===== src/hdl/qfts_pkg.sv =====
// ----------------------------------------------------------------------------
// qfts_pkg: shared types and constants for the two-stack queue
// Operation codes, the controller state encoding and the command and status
// groups that pass between the controller and the datapath.
// ----------------------------------------------------------------------------
package qfts_pkg;

  localparam int VALUE_W = 32;

  // Operation codes carried in the op field of an input word
  localparam logic OP_ENQ = 1'b0;
  localparam logic OP_DEQ = 1'b1;

  // Answer given by a dequeue that finds the queue empty
  localparam logic [VALUE_W-1:0] EMPTY_VALUE = '1;

  typedef enum logic [4:0] {
    ST_IDLE    = 5'b00001,
    ST_XFER_RD = 5'b00010,
    ST_XFER_WR = 5'b00100,
    ST_POP_RD  = 5'b01000,
    ST_EMIT    = 5'b10000
  } state_t;

  // Controller to datapath
  typedef struct packed {
    logic push_in;     // write the request value on top of the input stack
    logic in_rd;       // read the input stack top and drop it
    logic out_wr;      // push the word just read from the input stack
    logic out_rd;      // read the output stack top and drop it
    logic mark_empty;  // next result is the empty answer
    logic emit;        // load the result register
  } cmd_t;

  // Datapath to controller
  typedef struct packed {
    logic in_empty;
    logic in_full;
    logic out_empty;
    logic rsp_free;
  } status_t;

endpackage


===== src/hdl/qfts_ctrl.sv =====
// ----------------------------------------------------------------------------
// qfts_ctrl: queue controller
// Takes request words, sequences the stack-to-stack transfer and the pop,
// and hands the result to the datapath's result register.
// ----------------------------------------------------------------------------
module qfts_ctrl
  import qfts_pkg::*;
(
  input  logic    clk,
  input  logic    rst,
  input  logic    req_valid,
  output logic    req_ready,
  input  logic    req_op,
  input  status_t status,
  output cmd_t    cmd
);

  state_t state;
  state_t state_next;
  logic   accept;

  assign req_ready = (state == ST_IDLE);
  assign accept    = req_valid && req_ready;

  always_comb begin
    cmd        = '0;
    state_next = state;
    unique case (state)
      ST_IDLE: begin
        if (accept) begin
          if (req_op == OP_ENQ) begin
            // drop the word when the input stack is full
            cmd.push_in = !status.in_full;
          end else if (!status.out_empty) begin
            state_next = ST_POP_RD;
          end else if (!status.in_empty) begin
            state_next = ST_XFER_RD;
          end else begin
            cmd.mark_empty = 1'b1;
            state_next     = ST_EMIT;
          end
        end
      end
      ST_XFER_RD: begin
        cmd.in_rd  = 1'b1;
        state_next = ST_XFER_WR;
      end
      ST_XFER_WR: begin
        cmd.out_wr = 1'b1;
        state_next = status.in_empty ? ST_POP_RD : ST_XFER_RD;
      end
      ST_POP_RD: begin
        cmd.out_rd = 1'b1;
        state_next = ST_EMIT;
      end
      ST_EMIT: begin
        // hold until the result register is free
        if (status.rsp_free) begin
          cmd.emit   = 1'b1;
          state_next = ST_IDLE;
        end
      end
      default: begin
        state_next = ST_IDLE;
      end
    endcase
  end

  always_ff @(posedge clk) begin
    if (rst) begin
      state <= ST_IDLE;
    end else begin
      state <= state_next;
    end
  end

endmodule


===== config.mk =====
export PLATFORM = sky130hd
export DESIGN_NAME = qfts_ctrl
export DESIGN_NICKNAME = d
export VERILOG_FILES = /design/src/hdl/qfts_pkg.sv /design/src/hdl/qfts_ctrl.sv
export SDC_FILE = /design/constraint.sdc
export NUM_CORES = 1
export LEC_CHECK = 0
export BUFFER_PORTS_ARGS = -buffer_cell sky130_fd_sc_hd__buf_2
export CAP_MARGIN = 40
export CORE_AREA = 10 10 47 49
export CTS_CLUSTER_SIZE = 14
export DETAILED_ROUTE_END_ITERATION = 8
export DIE_AREA = 0 0 57 59
export PLACE_DENSITY_LB_ADDON = 0.15
export SYNTH_ARGS = -nofsm -noshare
export SYNTH_HDL_FRONTEND = slang
export SYNTH_SLANG_ARGS = --single-unit

===== constraint.sdc =====
create_clock -name clk -period 1.5 [get_ports clk]
set_input_delay 0.3 -clock clk [delete_from_list [all_inputs] [get_ports clk]]
set_output_delay 0.3 -clock clk [all_outputs]
set_load 0.03 [all_outputs]

* Word level (Yosys, flattened, before mapping)
Cells that the tools add are included.
** Storage, ports and cells
- Register bits after elaboration :: 5
- Bits of input ports :: 8
- Output and inout bits :: 7
** Operators by class
- Reduce and logical (&&, ||, !) cells :: 3
- Equal/unequal tests :: 8
- Multiplexer cells :: 20
** Operators with widths (count)
- $mux W5 :: 5
- $pmux W5 S5 :: 1
- $mux W1 :: 13
- $eq A5 B1 Y1 const B :: 1
- $eq A5 B2 Y1 const B :: 1
- $eq A5 B3 Y1 const B :: 1
- $eq A5 B4 Y1 const B :: 1
- $eq A5 B5 Y1 const B :: 1
- $mux W4 :: 1
- $ne A2 B1 Y1 const B :: 2
- $reduce_and A3 Y1 :: 1
- $ne A2 B2 Y1 const B :: 1
- $logic_and A1 B1 Y1 :: 1
- $logic_not A1 Y1 :: 1

* Longest topological paths before layout
Gate-level depths: netlist (run 1).
- Depth after elaboration :: 5
- Mapped depth :: 5

* Worst setup path before layout (run 1)
Ideal clock, no wire load.
- Path kind :: flip-flop to output port
- Start :: register state[4]
- End :: output port cmd[5] (netlist name)
- Arrival :: 1.741 ns
- Cell stages (with the launch flop) :: 4
- Path buffers :: 0
- Setup slack :: -0.541 ns
- Path through :: dfxtp_1 or3_1 or3b_4 nor4b_2
** RTL lines
- start, declared :: RTL line qfts_ctrl.sv:18 : state_t state;
- start signal, assigned :: RTL line qfts_ctrl.sv:73 : state <= state_next;
- end, declared :: RTL line qfts_ctrl.sv:15 : output cmd_t cmd

==> results.cfg, run 1 <==
[floorplanning]
dieArea_sq_um = 3360
start_util = 0.225
fp.dieW_um = 57
std_cell_rows = 14
coreArea_sq_um = 1400
num_io_pins = 15
dieHeight_um = 59

[logic_synthesis]
synth_warnings = 0
synth-compound-area-share = 0.167
synth_top_area_share = 0.317
ys_seq_elements = 5
post-synth-top-count-cell = nor2_1
synth_seq_area_share = 0.317
syn_nets = 44
synth_ff_type = dfxtp_1
synthTopCellsByArea = dfxtp_1, nor2_1, nor4b_1
synth_area_sq_um = 315
synth_top_family_by_area = simple AND/OR/NAND/NOR gates
synth_edf_count = 0
synth_commonest_cells = nor2_1, dfxtp_1, nor4b_1
synth_mux_area_frac = 0
yosys.area.top_type = dfxtp_1
syn_inst = 36
synth-simple-area-share = 0.437
avgSynthCellArea_sq_um = 8.76
synth_xor_area_frac = 0.0278
synthAdderAreaFrac = 0
synth_cell_types = 26
async_reset_ff_frac = 0

[job]
drv_cap = 0

[power]
switching_share = 0.382
ir_drop_uv = 686
powerDensity_nw_per_um2 = 1270
p_int_uw = 545
p_sw_uw = 337
clkPwrFrac = 0.186
combPwrFrac = 0.610
power.share.sequential = 0.205
p_leak_nw = 0.293

[placed_design]
place_hpwl_um = 834
gp_congestion = 0.744
place_area_sq_um = 488
io_buffers = 14

[timing]
setup_ws_ns = -0.575
fmaxAchievable_mhz = 482
finClkSkew_ns = 0.0124
setup_tns_ns = -2.85
relSlewSlack = 0.838
worst_pin_slew_ns = 0.240
post-route-min-period_ns = 2.07
fin_crit_sh = 1.38
rsz0062_at_grt = true
hold_viol_final = 0
setup_viol = 10
slew_violations = 0

[hold_path]
worstHoldEndpoint = state[1]
whs_path_depth = 2
hold_start = status[3]
hold_path.class = in2reg

[clocking]
cts_made_buffers = 3
cts_max_level = 1
cts_sinks = 5
clock_path_buffers = 2
cts_tree = yes
path_clk_slew_ns = 0.05
clock_latency_ns = 0.25
root_buffer = clkbuf_4
holdBufCountCts = 0

[detailed_routing]
dr.pass1.iters = 2
post_drt_wl_per_cell_um = 14.5
drc = 0
wl_met2_um = 642
wl_mm = 1.20
via_per_inst = 4.98
wl_met1_um = 425
drt_iter0_drc = 2
dr.max_layer_used = met4
drtAntennaViolNets = 0
num_vias = 413
wl_met3_um = 106

[global_routing]
antenna_found_initial = 0
grt_max_degree = 6
grt_pass1_vias = 470
grt_usage = 0.0730
grt_pass1_wl_mm = 1.95
grt-ovfl-total = 0

[setup_path]
crit_buf_inv = 1
crit_family = simple AND/OR/NAND/NOR gates
crit_path_end_kind = output pin
startpoint_type = flip-flop
arrival_ns = 1.77
reg2reg_from = state[4]
critical_path.slowest_cell = or3b_4
worst-setup-path-type = reg2out
r2r.worst_path.cells = 7
rrSetupSlack_ns = -0.24
cpPeakStageDelay_ns = 0.42
path_cells = or3_4 > or3b_4 > nor4b_4 > buf_6
required_ns = 1.20
crit_path_max_fanout = 3
reg2reg_to = state[0]

[final_layout]
nets = 76
fin_area_sq_um = 694
fillers = 147
ff_latch_area_sq_um = 109
multi_input_area_sq_um = 288
largest_register_ffs = 5
final_util = 0.496
top_regs = state: 5 flops
layout-drive-gt1-share = 0.761
area_growth_syn_to_layout_pct = 120
regMostFlops = state
diodes = 0

[outcome]
violations = negative setup slack
outcome = finished with violations
-- placed cells by master (no fill, tap or decap), drive strengths merged, types with 2 or more instances in the layout --
cell	instances
buf	28
nor2	6
dfxtp	5
clkbuf	3
nor4b	3
clkinv	2
-- power groups by stage --
stage	sequential (mW)	clock (mW)	combinational (mW)
4_1_cts	0.171	0.164	0.498
5_1_grt	0.184	0.178	0.576
3_5_place_dp	0.172	0	0.362
3_3_place_gp	0.172	0	0.362
2_1_floorplan	0.176	0	0.227
6_report	0.180	0.164	0.538
-- final cells by class --
cell class | count | share of cell area
Multi-Input combinational cell | 29 | 0.414
Sequential cell | 5 | 0.157
Clock inverter | 1 | 0.00721
Clock buffer | 3 | 0.0324
Timing Repair Buffer | 28 | 0.348
Tap cell | 16 | 0.0288
Inverter | 1 | 0.0126
-- worst max path at each step --
stage                        start     end  cells past startpoint
after floorplan           state[4]  cmd[5]                      3
after global placement    state[4]  cmd[5]                      4
after detailed placement  state[4]  cmd[5]                      4
after CTS                 state[4]  cmd[5]                      4
after global routing      state[4]  cmd[5]                      4
final                     state[4]  cmd[5]                      4
-- repair_timing --
item	in CTS	in global routing
pin swaps	5	6
endpoints found under the setup margin	11	11
resized for setup	25	12
buffers inserted	3	4
hold endpoints to repair	0	0
-- logic make-up after synthesis --
kind of cell              count (synthesis)
and+or+nand+nor                          21
AOI/OAI and AO/OA                         7
DFF                                       5
buffers and inverters                     2
xor gates and xnor gates                  1
-- metal layers --
metal / global-route usage / vias up
met5: 0 / -
met2: 0.140 / 14
met3: 0.0386 / 4
met4: 0.0302 / 0
li1: - / 197
met1: 0.0617 / 198
-- metrics by stage --
stage | setup slack [ns] | instances | hold WS [ns] | power [mW]
after global placement | -0.332 | 73 | 0.528 | 0.534
after CTS | -0.566 | 80 | 0.273 | 0.834
after global routing | -0.630 | 83 | 0.283 | 0.937
final | -0.575 | 83 | 0.278 | 0.882
after detailed placement | -0.342 | 73 | 0.531 | 0.534
after floorplan | -0.356 | 36 | 0.372 | 0.403
Note: power is estimated with default switching activity, not from simulation.
==> run 2: changes to the inputs <==
- SKIP_CTS_REPAIR_TIMING: default -> 1
==> run 2 against run 1 <==
Compared with the run above:
- the flow still finishes with violations (negative setup slack)
- highest routed layer is now met3
- worst setup slack improved by 0.0019 ns
- clock power barely moved
- largest power group unchanged
- final cell count fell by 4.8%
- sequential power barely moved
- wire length fell by 4.6%
==> results.cfg, run 2 (same netlist as run 1, synthesis figures left out) <==
[outcome]
outcome = finished with violations
violations = negative setup slack

[clocking]
cts_tree = yes
clock_path_buffers = 2
cts_sinks = 5
cts_max_level = 1
cts_made_buffers = 3
clock_latency_ns = 0.25
root_buffer = clkbuf_4
path_clk_slew_ns = 0.05

[global_routing]
grt_pass1_wl_mm = 1.64
grt_usage = 0.0613
grt_max_degree = 6
grt_pass1_vias = 413
antenna_found_initial = 0
grt-ovfl-total = 0

[floorplanning]
start_util = 0.225
coreArea_sq_um = 1400
num_io_pins = 15
dieArea_sq_um = 3360
fp.dieW_um = 57
dieHeight_um = 59
std_cell_rows = 14

[final_layout]
top_regs = state: 5 flops
nets = 72
layout-drive-gt1-share = 0.778
diodes = 0
fin_area_sq_um = 668
area_growth_syn_to_layout_pct = 112
final_common_cell = buf_6
largest_register_ffs = 5
regMostFlops = state
layout_common_cells = buf_6, buf_2, buf_4

[power]
combPwrFrac = 0.598
powerDensity_nw_per_um2 = 1270
p_leak_nw = 0.272
clkPwrFrac = 0.190
power.share.sequential = 0.212
switching_share = 0.387
ir_drop_uv = 580
p_int_uw = 520
p_sw_uw = 329

[timing]
fmaxAchievable_mhz = 482
slew_violations = 0
worst_pin_slew_ns = 0.240
post-route-min-period_ns = 2.07
setup_ws_ns = -0.573
hold_viol_final = 0
setup_tns_ns = -2.72
fin_crit_sh = 1.38
rsz0062_at_grt = true
whs_ns = 0.281
relSlewSlack = 0.838
setup_viol = 11
finClkSkew_ns = 0.00996

[setup_path]
required_ns = 1.20
worst-setup-path-type = reg2out
arrival_ns = 1.77
crit_path_end_kind = output pin
crit_path_max_fanout = 3
startpoint_type = flip-flop

[job]
drv_cap = 0

[detailed_routing]
wl_mm = 1.15
post_drt_wl_per_cell_um = 14.5
drt_iter0_drc = 1
num_vias = 387
drtAntennaViolNets = 0
via_per_inst = 4.90
dr.pass1.iters = 3
drc = 0

[placed_design]
place_ws_ns = -0.342
place_area_sq_um = 488
place_hpwl_um = 834
io_buffers = 14
gp_congestion = 0.744

[hold_path]
hold_path.class = in2reg
-- run 2: worst paths after layout --
check / from / to / slack, ns / cells after the start
setup / recovery: state[4] / cmd[5] / -0.57 / 4
hold / removal: rst / state[2] / 0.28 / 2
setup reg to reg: state[4] / state[0] / -0.25 / 7
hold reg to reg: state[4] / state[1] / 0.67 / 3
-- run 2: area by class of cell --
cell class              count  area, sq um
fillers                   147          733
well taps                  16         20.0
repair buffers             24          208
multi-input cells          29          295
flip-flops and latches      5          109
clock inverters             1         5.00
inverters                   1         8.76
clock buffers               3         22.5
-- run 2: metrics by stage --
step                      std cells   util  power [mW]
final                            79  0.477       0.849
after floorplan                  36      -       0.403
after detailed placement         73  0.348       0.534
after CTS                        77  0.368       0.698
after global placement           73  0.348       0.534
after global routing             79  0.477       0.904
-- run 2: layer usage --
metal  track usage  vias up  wire (um)  share of wire
li1              -      188          -              -
met1        0.0569      186        447           0.39
met2         0.109       13        616           0.54
met3        0.0322        0         83          0.072
met4        0.0302        0          0              0
met5             0        -          0              0
-- run 2: power groups by stage --
| stage | clock [mW] | combinational, mW | sequential, mW |
|---|---|---|---|
| after floorplan | 0 | 0.227 | 0.176 |
| after global placement | 0 | 0.362 | 0.172 |
| after detailed placement | 0 | 0.362 | 0.172 |
| after CTS | 0.164 | 0.364 | 0.169 |
| after global routing | 0.178 | 0.544 | 0.182 |
| final | 0.162 | 0.508 | 0.180 |
-- run 2: worst max-delay path, stage by stage, from the launching register on --
cell,delay [ns]
dfxtp_2,0.32
or3_4,0.38
or3b_4,0.42
nor4b_4,0.23
buf_6,0.17
==> run 3: changes to the inputs <==
- ABC_AREA: default -> 1
- REMOVE_ABC_BUFFERS: default -> 1
==> run 3 against run 2 <==
Compared with the run above:
- the flow still finishes with violations (negative setup slack)
- wire length fell by 14%
- area after synthesis is 11% higher
- hold slack got worse by 0.010 ns
- sequential power decreased by 9%
- maximum frequency is 34% higher
- synthesized cell count rose by 50%
- global-route usage is 0.68 points lower
- clock-buffer cell count grew 1
- register-to-register slack improved by 0.50 ns
- critical endpoint unchanged
==> results.cfg, run 3 <==
[timing]
setup_ws_ns = -0.0415
worst_pin_slew_ns = 0.190
whs_ns = 0.270
slew_violations = 0
post-route-min-period_ns = 1.54
relSlewSlack = 0.873
rsz0062_at_grt = true
hold_viol_final = 0
fmaxAchievable_mhz = 649
setup_viol = 2
finClkSkew_ns = 0.000146
fin_crit_sh = 1.03

[logic_synthesis]
synth_warnings = 0
yosys.area.top_type = dfxtp_1
synth_cell_types = 16
async_reset_ff_frac = 0
synth_top_area_share = 0.286
ys_seq_elements = 5
synth_seq_area_share = 0.286
post-synth-top-count-cell = inv_1
synth_edf_count = 0
synth_ff_type = dfxtp_1
synthTopCellsByArea = dfxtp_1, inv_1, nor2_1
avgSynthCellArea_sq_um = 6.49
synth_area_sq_um = 350
syn_inst = 54
synth_commonest_cells = inv_1, nor2_1, nand2_1

[placed_design]
gp_congestion = 0.715
place_area_sq_um = 448
io_buffers = 14
place_hpwl_um = 780
placed_cells = 85
place_ws_ns = 0.132

[floorplanning]
num_io_pins = 15
coreArea_sq_um = 1400
dieHeight_um = 59
std_cell_rows = 14
dieArea_sq_um = 3360
start_util = 0.250
fp.dieW_um = 57

[power]
p_leak_nw = 0.313
ir_drop_uv = 636
powerDensity_nw_per_um2 = 1130

[hold_path]
hold_path.class = in2reg
whs_path_depth = 2

[global_routing]
grt-ovfl-total = 0
antenna_found_initial = 0
grt_pass1_vias = 328
grt_pass1_wl_mm = 1.43
grt_max_degree = 7
grt_usage = 0.0545

[setup_path]
crit_path_max_fanout = 3
startpoint_type = flip-flop
arrival_ns = 1.24
required_ns = 1.20
path_cells = inv_2 > nor2_4 > nand3_4 > inv_2 > nand2_2 > nor3_2 > buf_4
r2r.worst_path.cells = 8
crit_path_end_kind = output pin
critical_path.slowest_cell = dfxtp_2
worst-setup-path-type = reg2out
rrSetupSlack_ns = 0.25
cpPeakStageDelay_ns = 0.34
cp_common_cell = inv_2

[final_layout]
final_util = 0.376
layout-drive-gt1-share = 0.474
layout_common_cells = nor2_1, buf_2, inv_1
final_cell_count_no_fill = 92
regMostFlops = state
largest_register_ffs = 5
fin_area_sq_um = 527
top_regs = state: 5 flops
nets = 85
diodes = 0
area_growth_syn_to_layout_pct = 50.4

[job]
drv_cap = 0

[detailed_routing]
post_drt_wl_per_cell_um = 10.8
drtAntennaViolNets = 0
via_per_inst = 4.33
drc = 0
num_vias = 398
wl_um = 991
drt_iter0_drc = 12
dr.pass1.iters = 4

[outcome]
violations = negative setup slack
outcome = finished with violations

[clocking]
path_clk_slew_ns = 0.04
clock_path_buffers = 2
cts_sinks = 5
cts_made_buffers = 3
cts_max_level = 1
clock_latency_ns = 0.24
cts_tree = yes
root_buffer = clkbuf_4
-- run 3: worst max-delay path: cells and delay by family, from the launching register on --
family	cells	cell delay, ns
DFF	1	0.34
and+or+nand+nor	4	0.37
buffers and inverters	3	0.29
-- run 3: kinds of logic (layout without fill, tap and decap cells) --
| logic type | after synthesis | after routing | synth area share |
|---|---|---|---|
| buffers and inverters | 14 | 36 | 0.161 |
| DFF | 5 | 5 | 0.286 |
| AOI/OAI and AO/OA | 3 | 3 | 0.0535 |
| and+or+nand+nor | 32 | 32 | 0.500 |
-- run 3: power breakdown --
group          leakage, nW  internal, mW  total, mW  switching [mW]
Clock               0.0150         0.101      0.159          0.0583
Combinational        0.257         0.110      0.270           0.160
Sequential          0.0410         0.149      0.164          0.0145
Total                0.313         0.360      0.593           0.232
-- run 3: metal layers --
metal  GRT usage  vias up  share of wire
li1            -      212              -
met1      0.0609      170           0.41
met2      0.0791       16           0.50
met3      0.0386        0          0.084
met4      0.0201        0              0
met5           0        -              0
-- run 3: through the flow --
stage                     TNS (ns)  total power [mW]
after CTS                   -0.243             0.542
after detailed placement         0             0.379
after floorplan             -0.129             0.320
after global placement           0             0.380
after global routing        -0.535             0.637
final                      -0.0602             0.593
-- run 3: layout make-up --
type                            instances  area (sq um)
Fill cell                             157           875
Clock buffer                            4          26.3
Sequential cell                         5           103
Inverter                               13          48.8
Tap cell                               16          20.0
Multi-Input combinational cell         35           204
Timing Repair Buffer                   19           125
-- run 3: path summary, 6_finish.rpt --
| check | startpoint | end |
|---|---|---|
| worst max-delay path | state[0] | cmd[5] |
| worst max register to register | state[2] | state[3] |
| worst min-delay path | rst | state[2] |
| worst min register to register | state[1] | state[2] |
